===== src/hw/rtl/assert_macros.svh =====
// assertion macros for the rtl files; included by the top level
// expects clk and rst_n to be visible where a macro is used
`ifndef ASSERT_MACROS_SVH
`define ASSERT_MACROS_SVH

// same-cycle implication, checked out of reset
`define ASSERT_SAME(label, ante, cons, msg) \
    label: assert property (@(posedge clk) disable iff (!rst_n) (ante) |-> (cons)) \
        else $error(msg);

// next-cycle implication, checked out of reset
`define ASSERT_NEXT(label, ante, cons, msg) \
    label: assert property (@(posedge clk) disable iff (!rst_n) (ante) |=> (cons)) \
        else $error(msg);

`endif


===== src/hw/rtl/rlc_pkg.sv =====
// shared types and constants of the rectangle line clipper
// no dependencies; imported by rlc_ctrl, rlc_dp and the top level
package rlc_pkg;

    // window register indexes on the configuration port
    localparam logic [1:0] REG_XMIN = 2'd0;
    localparam logic [1:0] REG_YMIN = 2'd1;
    localparam logic [1:0] REG_XMAX = 2'd2;
    localparam logic [1:0] REG_YMAX = 2'd3;

    // window reset values
    localparam int WIN_XMIN_RESET = 0;
    localparam int WIN_YMIN_RESET = 0;
    localparam int WIN_XMAX_RESET = 639;
    localparam int WIN_YMAX_RESET = 479;

    // outcode bit positions
    localparam int OC_LEFT   = 0;
    localparam int OC_RIGHT  = 1;
    localparam int OC_BOTTOM = 2;
    localparam int OC_TOP    = 3;

    // endpoint moves allowed before giving up
    localparam int           MOVE_BITS = 4;
    localparam logic [3:0]   MAX_MOVES = 4'd8;

    typedef enum logic [2:0] {
        ST_IDLE,
        ST_TEST,
        ST_PREP,
        ST_MUL,
        ST_DIV_INIT,
        ST_DIV,
        ST_UPDATE,
        ST_DONE
    } rlc_state_t;

    // controller to datapath commands
    typedef struct packed {
        logic load_in;
        logic prep;
        logic mul;
        logic div_init;
        logic div_step;
        logic update;
        logic load_out;
        logic accept;
    } rlc_cmd_t;

    // datapath to controller status
    typedef struct packed {
        logic both_inside;
        logic share_bit;
        logic div_last;
    } rlc_stat_t;

endpackage


===== src/hw/rtl/rlc_ctrl.sv =====
// controller state machine of the rectangle line clipper
// depends on rlc_pkg; drives rlc_dp through rlc_cmd_t
module rlc_ctrl (
    input  logic               clk,
    input  logic               rst_n,
    input  logic               s_tvalid,
    output logic               s_tready,
    output logic               m_tvalid,
    input  logic               m_tready,
    input  rlc_pkg::rlc_stat_t stat,
    output rlc_pkg::rlc_cmd_t  cmd
);
    import rlc_pkg::*;

    rlc_state_t           state_reg, state_next;
    logic [MOVE_BITS-1:0] moves_reg, moves_next;
    logic                 acc_reg, acc_next;
    logic                 out_valid_reg, out_valid_next;
    logic                 out_free;

    assign out_free = !out_valid_reg || m_tready;
    assign m_tvalid = out_valid_reg;

    // next state
    always_comb
    begin
        state_next = state_reg;
        case (state_reg)
            ST_IDLE:
            begin
                if (s_tvalid)
                    state_next = ST_TEST;
            end
            ST_TEST:
            begin
                if (stat.both_inside || stat.share_bit || moves_reg >= MAX_MOVES)
                    state_next = ST_DONE;
                else
                    state_next = ST_PREP;
            end
            ST_PREP:     state_next = ST_MUL;
            ST_MUL:      state_next = ST_DIV_INIT;
            ST_DIV_INIT: state_next = ST_DIV;
            ST_DIV:
            begin
                if (stat.div_last)
                    state_next = ST_UPDATE;
            end
            ST_UPDATE:   state_next = ST_TEST;
            ST_DONE:
            begin
                if (out_free)
                    state_next = ST_IDLE;
            end
            default:     state_next = ST_IDLE;
        endcase
    end

    // outputs and counters
    always_comb
    begin
        cmd            = '0;
        s_tready       = 1'b0;
        moves_next     = moves_reg;
        acc_next       = acc_reg;
        out_valid_next = out_valid_reg && !m_tready;
        case (state_reg)
            ST_IDLE:
            begin
                s_tready    = 1'b1;
                cmd.load_in = s_tvalid;
                moves_next  = '0;
            end
            ST_TEST:
            begin
                acc_next = stat.both_inside;
                if (!stat.both_inside && !stat.share_bit && moves_reg < MAX_MOVES)
                    moves_next = moves_reg + 1'b1;
            end
            ST_PREP:     cmd.prep     = 1'b1;
            ST_MUL:      cmd.mul      = 1'b1;
            ST_DIV_INIT: cmd.div_init = 1'b1;
            ST_DIV:      cmd.div_step = 1'b1;
            ST_UPDATE:   cmd.update   = 1'b1;
            ST_DONE:
            begin
                cmd.accept = acc_reg;
                if (out_free)
                begin
                    cmd.load_out   = 1'b1;
                    out_valid_next = 1'b1;
                end
            end
            default:
            begin
                cmd = '0;
            end
        endcase
    end

    // control registers
    always_ff @(posedge clk or negedge rst_n)
    begin
        if (!rst_n)
        begin
            state_reg     <= ST_IDLE;
            moves_reg     <= '0;
            acc_reg       <= 1'b0;
            out_valid_reg <= 1'b0;
        end
        else
        begin
            state_reg     <= state_next;
            moves_reg     <= moves_next;
            acc_reg       <= acc_next;
            out_valid_reg <= out_valid_next;
        end
    end

endmodule


===== src/hw/rtl/rlc_dp.sv =====
// datapath of the rectangle line clipper: window registers, endpoints,
// outcodes, crossing multiplier and restoring divider; depends on rlc_pkg
module rlc_dp #(
    parameter int W = 12
) (
    input  logic                clk,
    input  logic                rst_n,
    input  logic                cfg_we,
    input  logic [1:0]          cfg_addr,
    input  logic [W-1:0]        cfg_data,
    input  logic signed [W-1:0] start_x,
    input  logic signed [W-1:0] start_y,
    input  logic signed [W-1:0] end_x,
    input  logic signed [W-1:0] end_y,
    input  rlc_pkg::rlc_cmd_t   cmd,
    output rlc_pkg::rlc_stat_t  stat,
    output logic                accepted,
    output logic signed [W-1:0] clip_start_x,
    output logic signed [W-1:0] clip_start_y,
    output logic signed [W-1:0] clip_end_x,
    output logic signed [W-1:0] clip_end_y
);
    import rlc_pkg::*;

    localparam int DW = W + 1;
    localparam int PW = 2 * DW;
    localparam int CW = $clog2(PW + 1);

    logic signed [W-1:0]  xmin_reg, ymin_reg, xmax_reg, ymax_reg;
    logic signed [W-1:0]  x0_reg, y0_reg, x1_reg, y1_reg;
    logic [3:0]           c0, c1, csel;
    logic signed [DW-1:0] dx, dy;
    logic signed [DW-1:0] a_reg, b_reg, den_reg;
    logic signed [W-1:0]  base_reg, edge_reg;
    logic                 vert_reg, mv0_reg;
    logic signed [PW-1:0] prod_reg;
    logic [PW-1:0]        quo_reg;
    logic [DW-1:0]        rem_reg, dmag_reg;
    logic                 neg_reg;
    logic [CW-1:0]        cnt_reg;
    logic [DW:0]          rem_sh;
    logic                 ge;
    logic [PW-1:0]        qs;
    logic signed [W-1:0]  nc;
    logic                 acc_out_reg;
    logic signed [W-1:0]  ox0_reg, oy0_reg, ox1_reg, oy1_reg;

    function automatic logic [3:0] outcode(
        input logic signed [W-1:0] x,
        input logic signed [W-1:0] y,
        input logic signed [W-1:0] xl,
        input logic signed [W-1:0] yb,
        input logic signed [W-1:0] xr,
        input logic signed [W-1:0] yt
    );
        logic [3:0] c;
        c            = '0;
        c[OC_TOP]    = y > yt;
        c[OC_BOTTOM] = y < yb;
        c[OC_RIGHT]  = x > xr;
        c[OC_LEFT]   = x < xl;
        return c;
    endfunction

    // window registers
    always_ff @(posedge clk or negedge rst_n)
    begin
        if (!rst_n)
        begin
            xmin_reg <= W'(WIN_XMIN_RESET);
            ymin_reg <= W'(WIN_YMIN_RESET);
            xmax_reg <= W'(WIN_XMAX_RESET);
            ymax_reg <= W'(WIN_YMAX_RESET);
        end
        else if (cfg_we)
        begin
            case (cfg_addr)
                REG_XMIN: xmin_reg <= cfg_data;
                REG_YMIN: ymin_reg <= cfg_data;
                REG_XMAX: xmax_reg <= cfg_data;
                REG_YMAX: ymax_reg <= cfg_data;
                default:  xmin_reg <= xmin_reg;
            endcase
        end
    end

    // outcodes and decision status
    assign c0   = outcode(x0_reg, y0_reg, xmin_reg, ymin_reg, xmax_reg, ymax_reg);
    assign c1   = outcode(x1_reg, y1_reg, xmin_reg, ymin_reg, xmax_reg, ymax_reg);
    assign csel = (c0 != 4'd0) ? c0 : c1;
    assign dx   = DW'(x1_reg) - DW'(x0_reg);
    assign dy   = DW'(y1_reg) - DW'(y0_reg);

    assign stat.both_inside = (c0 | c1) == 4'd0;
    assign stat.share_bit   = (c0 & c1) != 4'd0;
    assign stat.div_last    = cnt_reg == CW'(1);

    // divider step and signed quotient
    assign rem_sh = {rem_reg, quo_reg[PW-1]};
    assign ge     = rem_sh >= {1'b0, dmag_reg};
    assign qs     = neg_reg ? (~quo_reg + 1'b1) : quo_reg;
    assign nc     = base_reg + qs[W-1:0];

    // endpoint load and update, edge selection, product and division
    always_ff @(posedge clk)
    begin
        if (cmd.load_in)
        begin
            x0_reg <= start_x;
            y0_reg <= start_y;
            x1_reg <= end_x;
            y1_reg <= end_y;
        end
        else if (cmd.update)
        begin
            if (mv0_reg)
            begin
                x0_reg <= vert_reg ? nc : edge_reg;
                y0_reg <= vert_reg ? edge_reg : nc;
            end
            else
            begin
                x1_reg <= vert_reg ? nc : edge_reg;
                y1_reg <= vert_reg ? edge_reg : nc;
            end
        end

        if (cmd.prep)
        begin
            mv0_reg <= c0 != 4'd0;
            if (csel[OC_TOP] || csel[OC_BOTTOM])
            begin
                edge_reg <= csel[OC_TOP] ? ymax_reg : ymin_reg;
                vert_reg <= 1'b1;
                a_reg    <= dx;
                b_reg    <= DW'(csel[OC_TOP] ? ymax_reg : ymin_reg) - DW'(y0_reg);
                den_reg  <= dy;
                base_reg <= x0_reg;
            end
            else
            begin
                edge_reg <= csel[OC_RIGHT] ? xmax_reg : xmin_reg;
                vert_reg <= 1'b0;
                a_reg    <= dy;
                b_reg    <= DW'(csel[OC_RIGHT] ? xmax_reg : xmin_reg) - DW'(x0_reg);
                den_reg  <= dx;
                base_reg <= y0_reg;
            end
        end

        if (cmd.mul)
            prod_reg <= a_reg * b_reg;

        if (cmd.div_init)
        begin
            neg_reg  <= prod_reg[PW-1] ^ den_reg[DW-1];
            quo_reg  <= prod_reg[PW-1] ? (~prod_reg + 1'b1) : prod_reg;
            dmag_reg <= den_reg[DW-1] ? (~den_reg + 1'b1) : den_reg;
            rem_reg  <= '0;
        end
        else if (cmd.div_step)
        begin
            rem_reg <= ge ? DW'(rem_sh - {1'b0, dmag_reg}) : rem_sh[DW-1:0];
            quo_reg <= {quo_reg[PW-2:0], ge};
        end

        // result payload
        if (cmd.load_out)
        begin
            acc_out_reg <= cmd.accept;
            ox0_reg     <= cmd.accept ? x0_reg : '0;
            oy0_reg     <= cmd.accept ? y0_reg : '0;
            ox1_reg     <= cmd.accept ? x1_reg : '0;
            oy1_reg     <= cmd.accept ? y1_reg : '0;
        end
    end

    // divider step counter
    always_ff @(posedge clk or negedge rst_n)
    begin
        if (!rst_n)
            cnt_reg <= '0;
        else if (cmd.div_init)
            cnt_reg <= CW'(PW);
        else if (cmd.div_step && cnt_reg != '0)
            cnt_reg <= cnt_reg - 1'b1;
    end

    assign accepted     = acc_out_reg;
    assign clip_start_x = ox0_reg;
    assign clip_start_y = oy0_reg;
    assign clip_end_x   = ox1_reg;
    assign clip_end_y   = oy1_reg;

endmodule


===== src/hw/rtl/rectangle_line_clipper.sv =====
// a segment takes k endpoint moves, at most 4 for a well-formed window and 8 otherwise
// each move runs the bit-serial restoring divider: one quotient bit per cycle
// a new segment can be taken in the cycle after the result is loaded into the output register
// reset: asynchronous active low; window returns to 0,0 .. 639,479, no result pending
module rectangle_line_clipper #(
    parameter int COORD_BITS = 12
) (
    input  logic                  clk,
    input  logic                  rst_n,
    input  logic                  cfg_we,
    input  logic [1:0]            cfg_addr,
    input  logic [COORD_BITS-1:0] cfg_data,
    input  logic                  s_tvalid,
    output logic                  s_tready,
    // start_x, start_y, end_x, end_y, zero fill
    input  logic [((4*COORD_BITS+7)/8)*8-1:0] s_tdata,
    output logic                  m_tvalid,
    input  logic                  m_tready,
    // clip_start_x, clip_start_y, clip_end_x, clip_end_y, zero fill
    output logic [((4*COORD_BITS+7)/8)*8-1:0] m_tdata,
    // accepted
    output logic                  m_tuser
);
    import rlc_pkg::*;

    `include "assert_macros.svh"

    localparam int W   = COORD_BITS;
    localparam int TDW = ((4 * W + 7) / 8) * 8;

    rlc_cmd_t            cmd;
    rlc_stat_t           stat;
    logic signed [W-1:0] cx0, cy0, cx1, cy1;

    rlc_ctrl u_ctrl (
        .clk      (clk),
        .rst_n    (rst_n),
        .s_tvalid (s_tvalid),
        .s_tready (s_tready),
        .m_tvalid (m_tvalid),
        .m_tready (m_tready),
        .stat     (stat),
        .cmd      (cmd)
    );

    rlc_dp #(
        .W (W)
    ) u_dp (
        .clk          (clk),
        .rst_n        (rst_n),
        .cfg_we       (cfg_we),
        .cfg_addr     (cfg_addr),
        .cfg_data     (cfg_data),
        .start_x      (s_tdata[W-1:0]),
        .start_y      (s_tdata[2*W-1:W]),
        .end_x        (s_tdata[3*W-1:2*W]),
        .end_y        (s_tdata[4*W-1:3*W]),
        .cmd          (cmd),
        .stat         (stat),
        .accepted     (m_tuser),
        .clip_start_x (cx0),
        .clip_start_y (cy0),
        .clip_end_x   (cx1),
        .clip_end_y   (cy1)
    );

    // pack result coordinates
    assign m_tdata = TDW'({cy1, cx1, cy0, cx0});

    `ASSERT_SAME(a_reject_zero, m_tvalid && !m_tuser, m_tdata == '0, "rejected segment with nonzero coordinates")
    `ASSERT_NEXT(a_one_at_a_time, s_tvalid && s_tready, !s_tready, "second segment taken while busy")

endmodule

===== config.mk =====
export PLATFORM = sky130hd
export DESIGN_NAME = rectangle_line_clipper
export DESIGN_NICKNAME = d
export VERILOG_FILES = /design/src/hw/rtl/rlc_pkg.sv /design/src/hw/rtl/rlc_ctrl.sv /design/src/hw/rtl/rlc_dp.sv /design/src/hw/rtl/rectangle_line_clipper.sv
export VERILOG_INCLUDE_DIRS = /design/src /design/src/hw/rtl
export SDC_FILE = /design/constraint.sdc
export NUM_CORES = 1
export LEC_CHECK = 0
export BUFFER_PORTS_ARGS = -buffer_cell sky130_fd_sc_hd__buf_4
export CORE_UTILIZATION = 55
export CTS_BUF_LIST = sky130_fd_sc_hd__clkbuf_4
export DETAILED_ROUTE_END_ITERATION = 7
export GPL_TIMING_DRIVEN = 0
export PLACE_DENSITY = 0.81
export SETUP_SLACK_MARGIN = 0.02
export SLEW_MARGIN = 20
export SYNTH_ARGS = -nofsm -noshare
export SYNTH_HDL_FRONTEND = slang
export SYNTH_HIERARCHICAL = 1
export SYNTH_SLANG_ARGS = --single-unit

===== constraint.sdc =====
create_clock -name clk -period 11.99 [get_ports clk]
set_input_delay 2.398 -clock clk [delete_from_list [all_inputs] [get_ports clk]]
set_output_delay 2.398 -clock clk [all_outputs]
set_load 0.02 [all_outputs]

==> results of run 1 <==
-- cells by family (layout without fill, tap and decap cells) --
group | Yosys count | after routing | share of synthesized area
compound gates | 379 | 379 | 0.0985
simple gates | 676 | 676 | 0.135
mux | 138 | 138 | 0.0589
xor+xnor | 133 | 133 | 0.0464
other cells | 0 | 5 | 0
flops | 303 | 303 | 0.346
buf+inv | 397 | 675 | 0.0629
fa+ha+maj | 407 | 407 | 0.253
-- layer usage --
| metal | vias up | global-route usage |
|---|---|---|
| met2 | 861 | 0.495 |
| met1 | 9467 | 0.413 |
| met4 | 2 | 0.126 |
| met3 | 191 | 0.0622 |
| li1 | 8847 | - |
| met5 | - | 0 |
-- through the flow --
stage	util	std cells	setup slack (ns)
after detailed placement	0.602	3151	4.88
final	0.627	3308	4.92
after floorplan	-	2433	5.98
after CTS	0.626	3303	4.89
after global routing	0.627	3308	4.50
after global placement	0.599	3142	4.26
-- tightest hold or removal path: cells and delay by family, from the launching register on --
kind	cells	cell delay (ns)
DFF	1	0.34
AOI/OAI and AO/OA	1	0.07
and+or+nand+nor	1	0.06
-- cell type report --
cell class              instances  area, sq um  share of cell area
multi-input cells            1733        14900               0.532
flip-flops and latches        303         8680               0.310
inverters                     318         1190              0.0427
clock buffers                 130          976              0.0349
repair buffers                126          971              0.0347
well taps                     592          741              0.0265
plain buffers                  79          387              0.0138
clock inverters                22          120             0.00430
diodes                          5         12.5            0.000448
-- cells in the final DEF (no fill, tap or decap), types with 15 or more instances in the layout --
cell	instances
nand2_1	197
nand3_1	38
nor2b_1	23
a211oi_1	25
dfstp_2	16
nand2b_1	30
dfrtp_1	46
mux2i_1	63
fa_1	168
o21ai_0	69
o21a_1	18
inv_1	316
nor3_1	46
or3_1	15
a21o_1	22
xnor2_1	85
edfxtp_1	228
nor2_1	127
a21oi_1	116
xor2_1	48
mux2_2	72
and2_1	130
ha_1	239
clkbuf_1	53
buf_4	126
clkbuf_4	130
nand4_1	15
o31ai_1	15
-- how the worst min path moves through the flow --
| stage | startpoint | end | slack, ns | cells after the start |
|---|---|---|---|---|
| floorplan | u_dp/den_reg[0] | u_dp/dmag_reg[0] | 0.45 | 0 |
| global placement | u_dp/den_reg[0] | u_dp/dmag_reg[0] | 0.48 | 0 |
| detailed placement | u_dp/den_reg[0] | u_dp/dmag_reg[0] | 0.48 | 0 |
| CTS | u_dp/rem_reg[6] | u_dp/rem_reg[7] | 0.49 | 2 |
| global route | u_dp/den_reg[0] | u_dp/dmag_reg[0] | 0.51 | 0 |
| finish | u_dp/rem_reg[6] | u_dp/rem_reg[7] | 0.49 | 2 |
==> results.ini, run 1 <==
[run_status]
status = completed

[global_route]
grt_pass1_wl_microns = 110000
antenna_found_initial = 4
grt-ovfl-total = 0
grt_usage = 0.310
grt_pass1_vias = 19831
grt_max_degree = 63

[cts]
holdBufCountCts = 0
cts_tree = yes
clock_path_buffers = 3
cts_max_level = 3
cts_buffers = 83
cts_root_buf = clkbuf_4
clkTransAtPathRegs_ns = 0.07
clock_latency_ns = 0.86
clock_sinks = 303
post-cts-setup-buffers = 0
cts_resized = 0

[placed_design]
hpwl_microns = 55800
placed_area_sq_mm = 0.0268
place_congestion = 1.02
io_buffers = 117

[floorplanning]
die_area_sq_mm = 0.0465
ios = 118
die_x_microns = 216
initial_utilization = 0.563
coreArea_sq_mm = 0.0446
rows = 77
fp.dieH_microns = 216

[timing]
worstMarginPinSlew_ns = 0.950
hold_viol_final = 0
fmax_mhz = 141
tns_ns = 0
setup_viol = 0
fin_crit_ns = 7.07
finalCritPeriodShare = 0.590
max_slew_margin = 0.363
drv_slew = 0
skew_ns = 0.0860
whs_ns = 0.490
rsz0062_at_grt = false

[routing]
dr_wl_met3_microns = 5910
drt-vias-per-instance = 5.85
drt_iter0_drc = 1820
num_vias = 19368
ant_nets = 0
remaining_drc_errors = 0
firstDrtPassIters = 7
top_layer = met5
wl_microns = 70000
wl_per_cell_microns = 21.2
wl_met1_microns = 29100
wl_met2_microns = 32100

[critical_path]
r2r_end = u_dp/prod_reg[25]
path_max_fanout = 10
cp_slowest_cell = fa_1
slowest_delay_ns = 0.55
critical_path_buf_inv_count = 4
worstSetupStartpoint = u_dp/b_reg[4]
start_kind = flip-flop
setup.worst_path.end = u_dp/prod_reg[25]
r2r_start = u_dp/b_reg[4]
path_delay_family = adder cells
worstSetupPathType = flip-flop to flip-flop
worstRegToRegCells = 20
endpoint_kind = flip-flop
cp.required_ns = 12.56
path_common_cell = fa_1
r2r_slack_ns = 4.92
critical_path_cell_count = 20
arrival_ns = 7.65
worstPathCellList = clkbuf_1 -> nand2_1 -> fa_1 -> inv_1 -> fa_1 -> inv_1 -> fa_1 -> inv_1 -> fa_1 -> fa_1 -> fa_1 -> ha_1 -> a21o_1 -> a211oi_1 -> nand3_1 -> a21oi_1 -> o311ai_0 -> a31o_2 -> a21oi_1 -> xnor2_1

[yosys]
ys_ff_latch = 303
synthArstFlopShare = 0.205
yosysMostFrequentCell = inv_1
synth_top_area_share = 0.273
synthCells = 2433
syn_area_sq_mm = 0.0251
avgSynthCellArea_sq_um = 10.3
synth_common_cells = inv_1, ha_1, edfxtp_1, nand2_1, fa_1
synth_edf_count = 228
synth_fp_nets = 2907
synth_area_leaders = edfxtp_1, fa_1, ha_1
ys.flop_type = edfxtp_1
ys_types = 90
yosysWarnings = 6
yosysSeqAreaShare = 0.346
synth_area_leader_cell = edfxtp_1

[cells_and_area]
final_nets = 3118
drive_above_1_share = 0.151
n_fill_cell = 3575
area_growth_pct = 11.3
fin_area_sq_mm = 0.0280

[flow_run]
cap_violations = 0

[min_path]
min_path_type = flip-flop to flip-flop

Power of run 1 is left out: the tool's default activity adds up to more than one toggle a clock period on the data nets, which glitch-free logic cannot reach.
==> inputs of run 2 (changes only) <==
--- a/config.mk
+++ b/config.mk
@@ -6,12 +6,13 @@
 export SDC_FILE = /design/constraint.sdc
 export NUM_CORES = 1
 export LEC_CHECK = 0
+export ABC_AREA = 1
 export BUFFER_PORTS_ARGS = -buffer_cell sky130_fd_sc_hd__buf_4
 export CORE_UTILIZATION = 55
 export CTS_BUF_LIST = sky130_fd_sc_hd__clkbuf_4
 export DETAILED_ROUTE_END_ITERATION = 7
 export GPL_TIMING_DRIVEN = 0
-export PLACE_DENSITY = 0.81
+export PLACE_DENSITY = 0.83
 export SETUP_SLACK_MARGIN = 0.02
 export SLEW_MARGIN = 20
 export SYNTH_ARGS = -nofsm -noshare
==> constraint.sdc (replaced) <==
create_clock -name clk -period 6.25 [get_ports clk]
set_input_delay 1.25 -clock clk [delete_from_list [all_inputs] [get_ports clk]]
set_output_delay 1.25 -clock clk [all_outputs]
set_load 0.02 [all_outputs]
==> results.ini, run 2 <==
[flow_run]
cap_violations = 0

[routing]
drt-vias-per-instance = 5.49
wl_per_cell_microns = 18.3
ant_nets = 0
num_vias = 21634
wl_microns = 72200
remaining_drc_errors = 0
drt_iter0_drc = 2021
firstDrtPassIters = 5

[cts]
clkTransAtPathRegs_ns = 0.06
cts_tree = yes
cts_buffers = 81
holdBufCountCts = 0
cts_root_buf = clkbuf_4
clock_path_buffers = 3
cts_max_level = 3
clock_latency_ns = 0.84
clock_sinks = 303

[min_path]
timing.hold.worst_path_depth = 2
min_path_type = flip-flop to flip-flop

[yosys]
avgSynthCellArea_sq_um = 8.36
synthCells = 3069
synth_area_leader_cell = edfxtp_1
synth_edf_count = 228
ys.flop_type = edfxtp_1
synthArstFlopShare = 0.205
yosysWarnings = 6
synth_area_leaders = edfxtp_1, fa_1, nand2_1
ys_ff_latch = 303
synth_fp_nets = 3543
ys_types = 49
syn_area_sq_mm = 0.0257
yosysMostFrequentCell = nand2_1
yosysSeqAreaShare = 0.338
synth_top_area_share = 0.267
synth_common_cells = nand2_1, inv_1, ha_1, edfxtp_1, o21ai_0

[timing]
worstMarginPinSlew_ns = 1.04
fmax_mhz = 165
setup_viol = 0
drv_slew = 0
max_slew_margin = 0.302
rsz0062_at_grt = true
skew_ns = 0.0919
finalCritPeriodShare = 0.968
fin_crit_ns = 6.05
hold_viol_final = 0

[critical_path]
critical_path_cell_count = 17
cp_slowest_cell = fa_2
critical_path_buf_inv_count = 4
arrival_ns = 6.55
slowest_delay_ns = 0.71
path_common_cell = fa_1
worstPathCellList = nand2_1 -> fa_1 -> fa_2 -> clkinvlp_4 -> buf_4 -> fa_1 -> fa_1 -> inv_1 -> fa_1 -> inv_1 -> ha_1 -> ha_1 -> nand2_1 -> nor4_1 -> nand4_1 -> nand3_1 -> xor2_1
path_delay_family = adder cells
cp.required_ns = 6.76
endpoint_kind = flip-flop
start_kind = flip-flop
worstRegToRegCells = 17
path_max_fanout = 8
worstSetupPathType = flip-flop to flip-flop

[placed_design]
placed_area_sq_mm = 0.0274
hpwl_microns = 57400
io_buffers = 117
place_congestion = 1.01

[cells_and_area]
area_growth_pct = 11.1
fin_area_sq_mm = 0.0285
final_nets = 3753
layout_commonest_cell = nand2_1
final_cell_mix = nand2_1, inv_1, ha_1
drive_above_1_share = 0.101

[floorplanning]
initial_utilization = 0.562
coreArea_sq_mm = 0.0457
die_x_microns = 218
rows = 78
fp.dieH_microns = 218
die_area_sq_mm = 0.0475
ios = 118

[global_route]
grt_usage = 0.308
antenna_found_initial = 3
grt_pass1_wl_microns = 111000
grt_max_degree = 63
grt_pass1_vias = 21074
grt-ovfl-total = 0

[run_status]
status = completed

[run 2: timing repair]
action                     4_1_cts  5_1_grt
setup endpoints to repair        3        9
hold endpoints to repair         0        0
gates resized for setup          0       23
buffers inserted                 0       10
[run 2: final timing paths]
check                                 from           endpoint  slack [ns]
max                          u_dp/b_reg[3]  u_dp/prod_reg[24]        0.20
min                        u_dp/rem_reg[5]    u_dp/rem_reg[5]        0.47
max reg2reg                  u_dp/b_reg[3]  u_dp/prod_reg[24]        0.20
min reg2reg                u_dp/rem_reg[5]    u_dp/rem_reg[5]        0.47
max in group asynchronous            rst_n    u_dp/cnt_reg[3]        5.11
min in group asynchronous            rst_n  u_dp/ymin_reg[10]        0.50
[run 2: through the flow]
step                       util  setup slack (ns)  std cells  hold WS, ns  setup TNS [ns]
after floorplan               -             0.783       3069        0.449               0
after global placement    0.598            0.0317       3786        0.463               0
after detailed placement  0.600           0.00272       3789        0.465               0
after CTS                 0.622            0.0228       3932        0.441               0
after global routing      0.624           -0.0149       3944        0.500         -0.0149
final                     0.624             0.203       3944        0.472               0
[run 2: cells by family (layout without fill, tap and decap cells)]
family	after synthesis	in the layout	synth area share
simple gates	1175	1175	0.188
buf+inv	640	912	0.0960
compound gates	423	423	0.0890
fa+ha+maj	407	407	0.248
flops	303	303	0.338
xor+xnor	121	121	0.0413
other cells	0	3	0
[run 2: routing by layer]
layer | wire [microns] | GRT usage
met3 | 5610 | 0.0577
met4 | 3960 | 0.163
met5 | 13 | 0
met1 | 28000 | 0.373
met2 | 34600 | 0.519
[run 2: layout make-up]
type	count	area, sq um
Clock inverter	37	228
Multi-Input combinational cell	2126	14600
Buffer	81	373
Fill cell	3859	17200
Tap cell	600	751
Sequential cell	303	8680
Antenna cell	3	7.51
Clock buffer	108	811
Inverter	556	2100
Timing Repair Buffer	130	1020
[run 2: worst min-delay path: cells and delay by family, from the launching register on]
kind | cells | cell delay, ns
flops | 1 | 0.32
simple gates | 2 | 0.10
Power of run 2 is left out for the same reason.
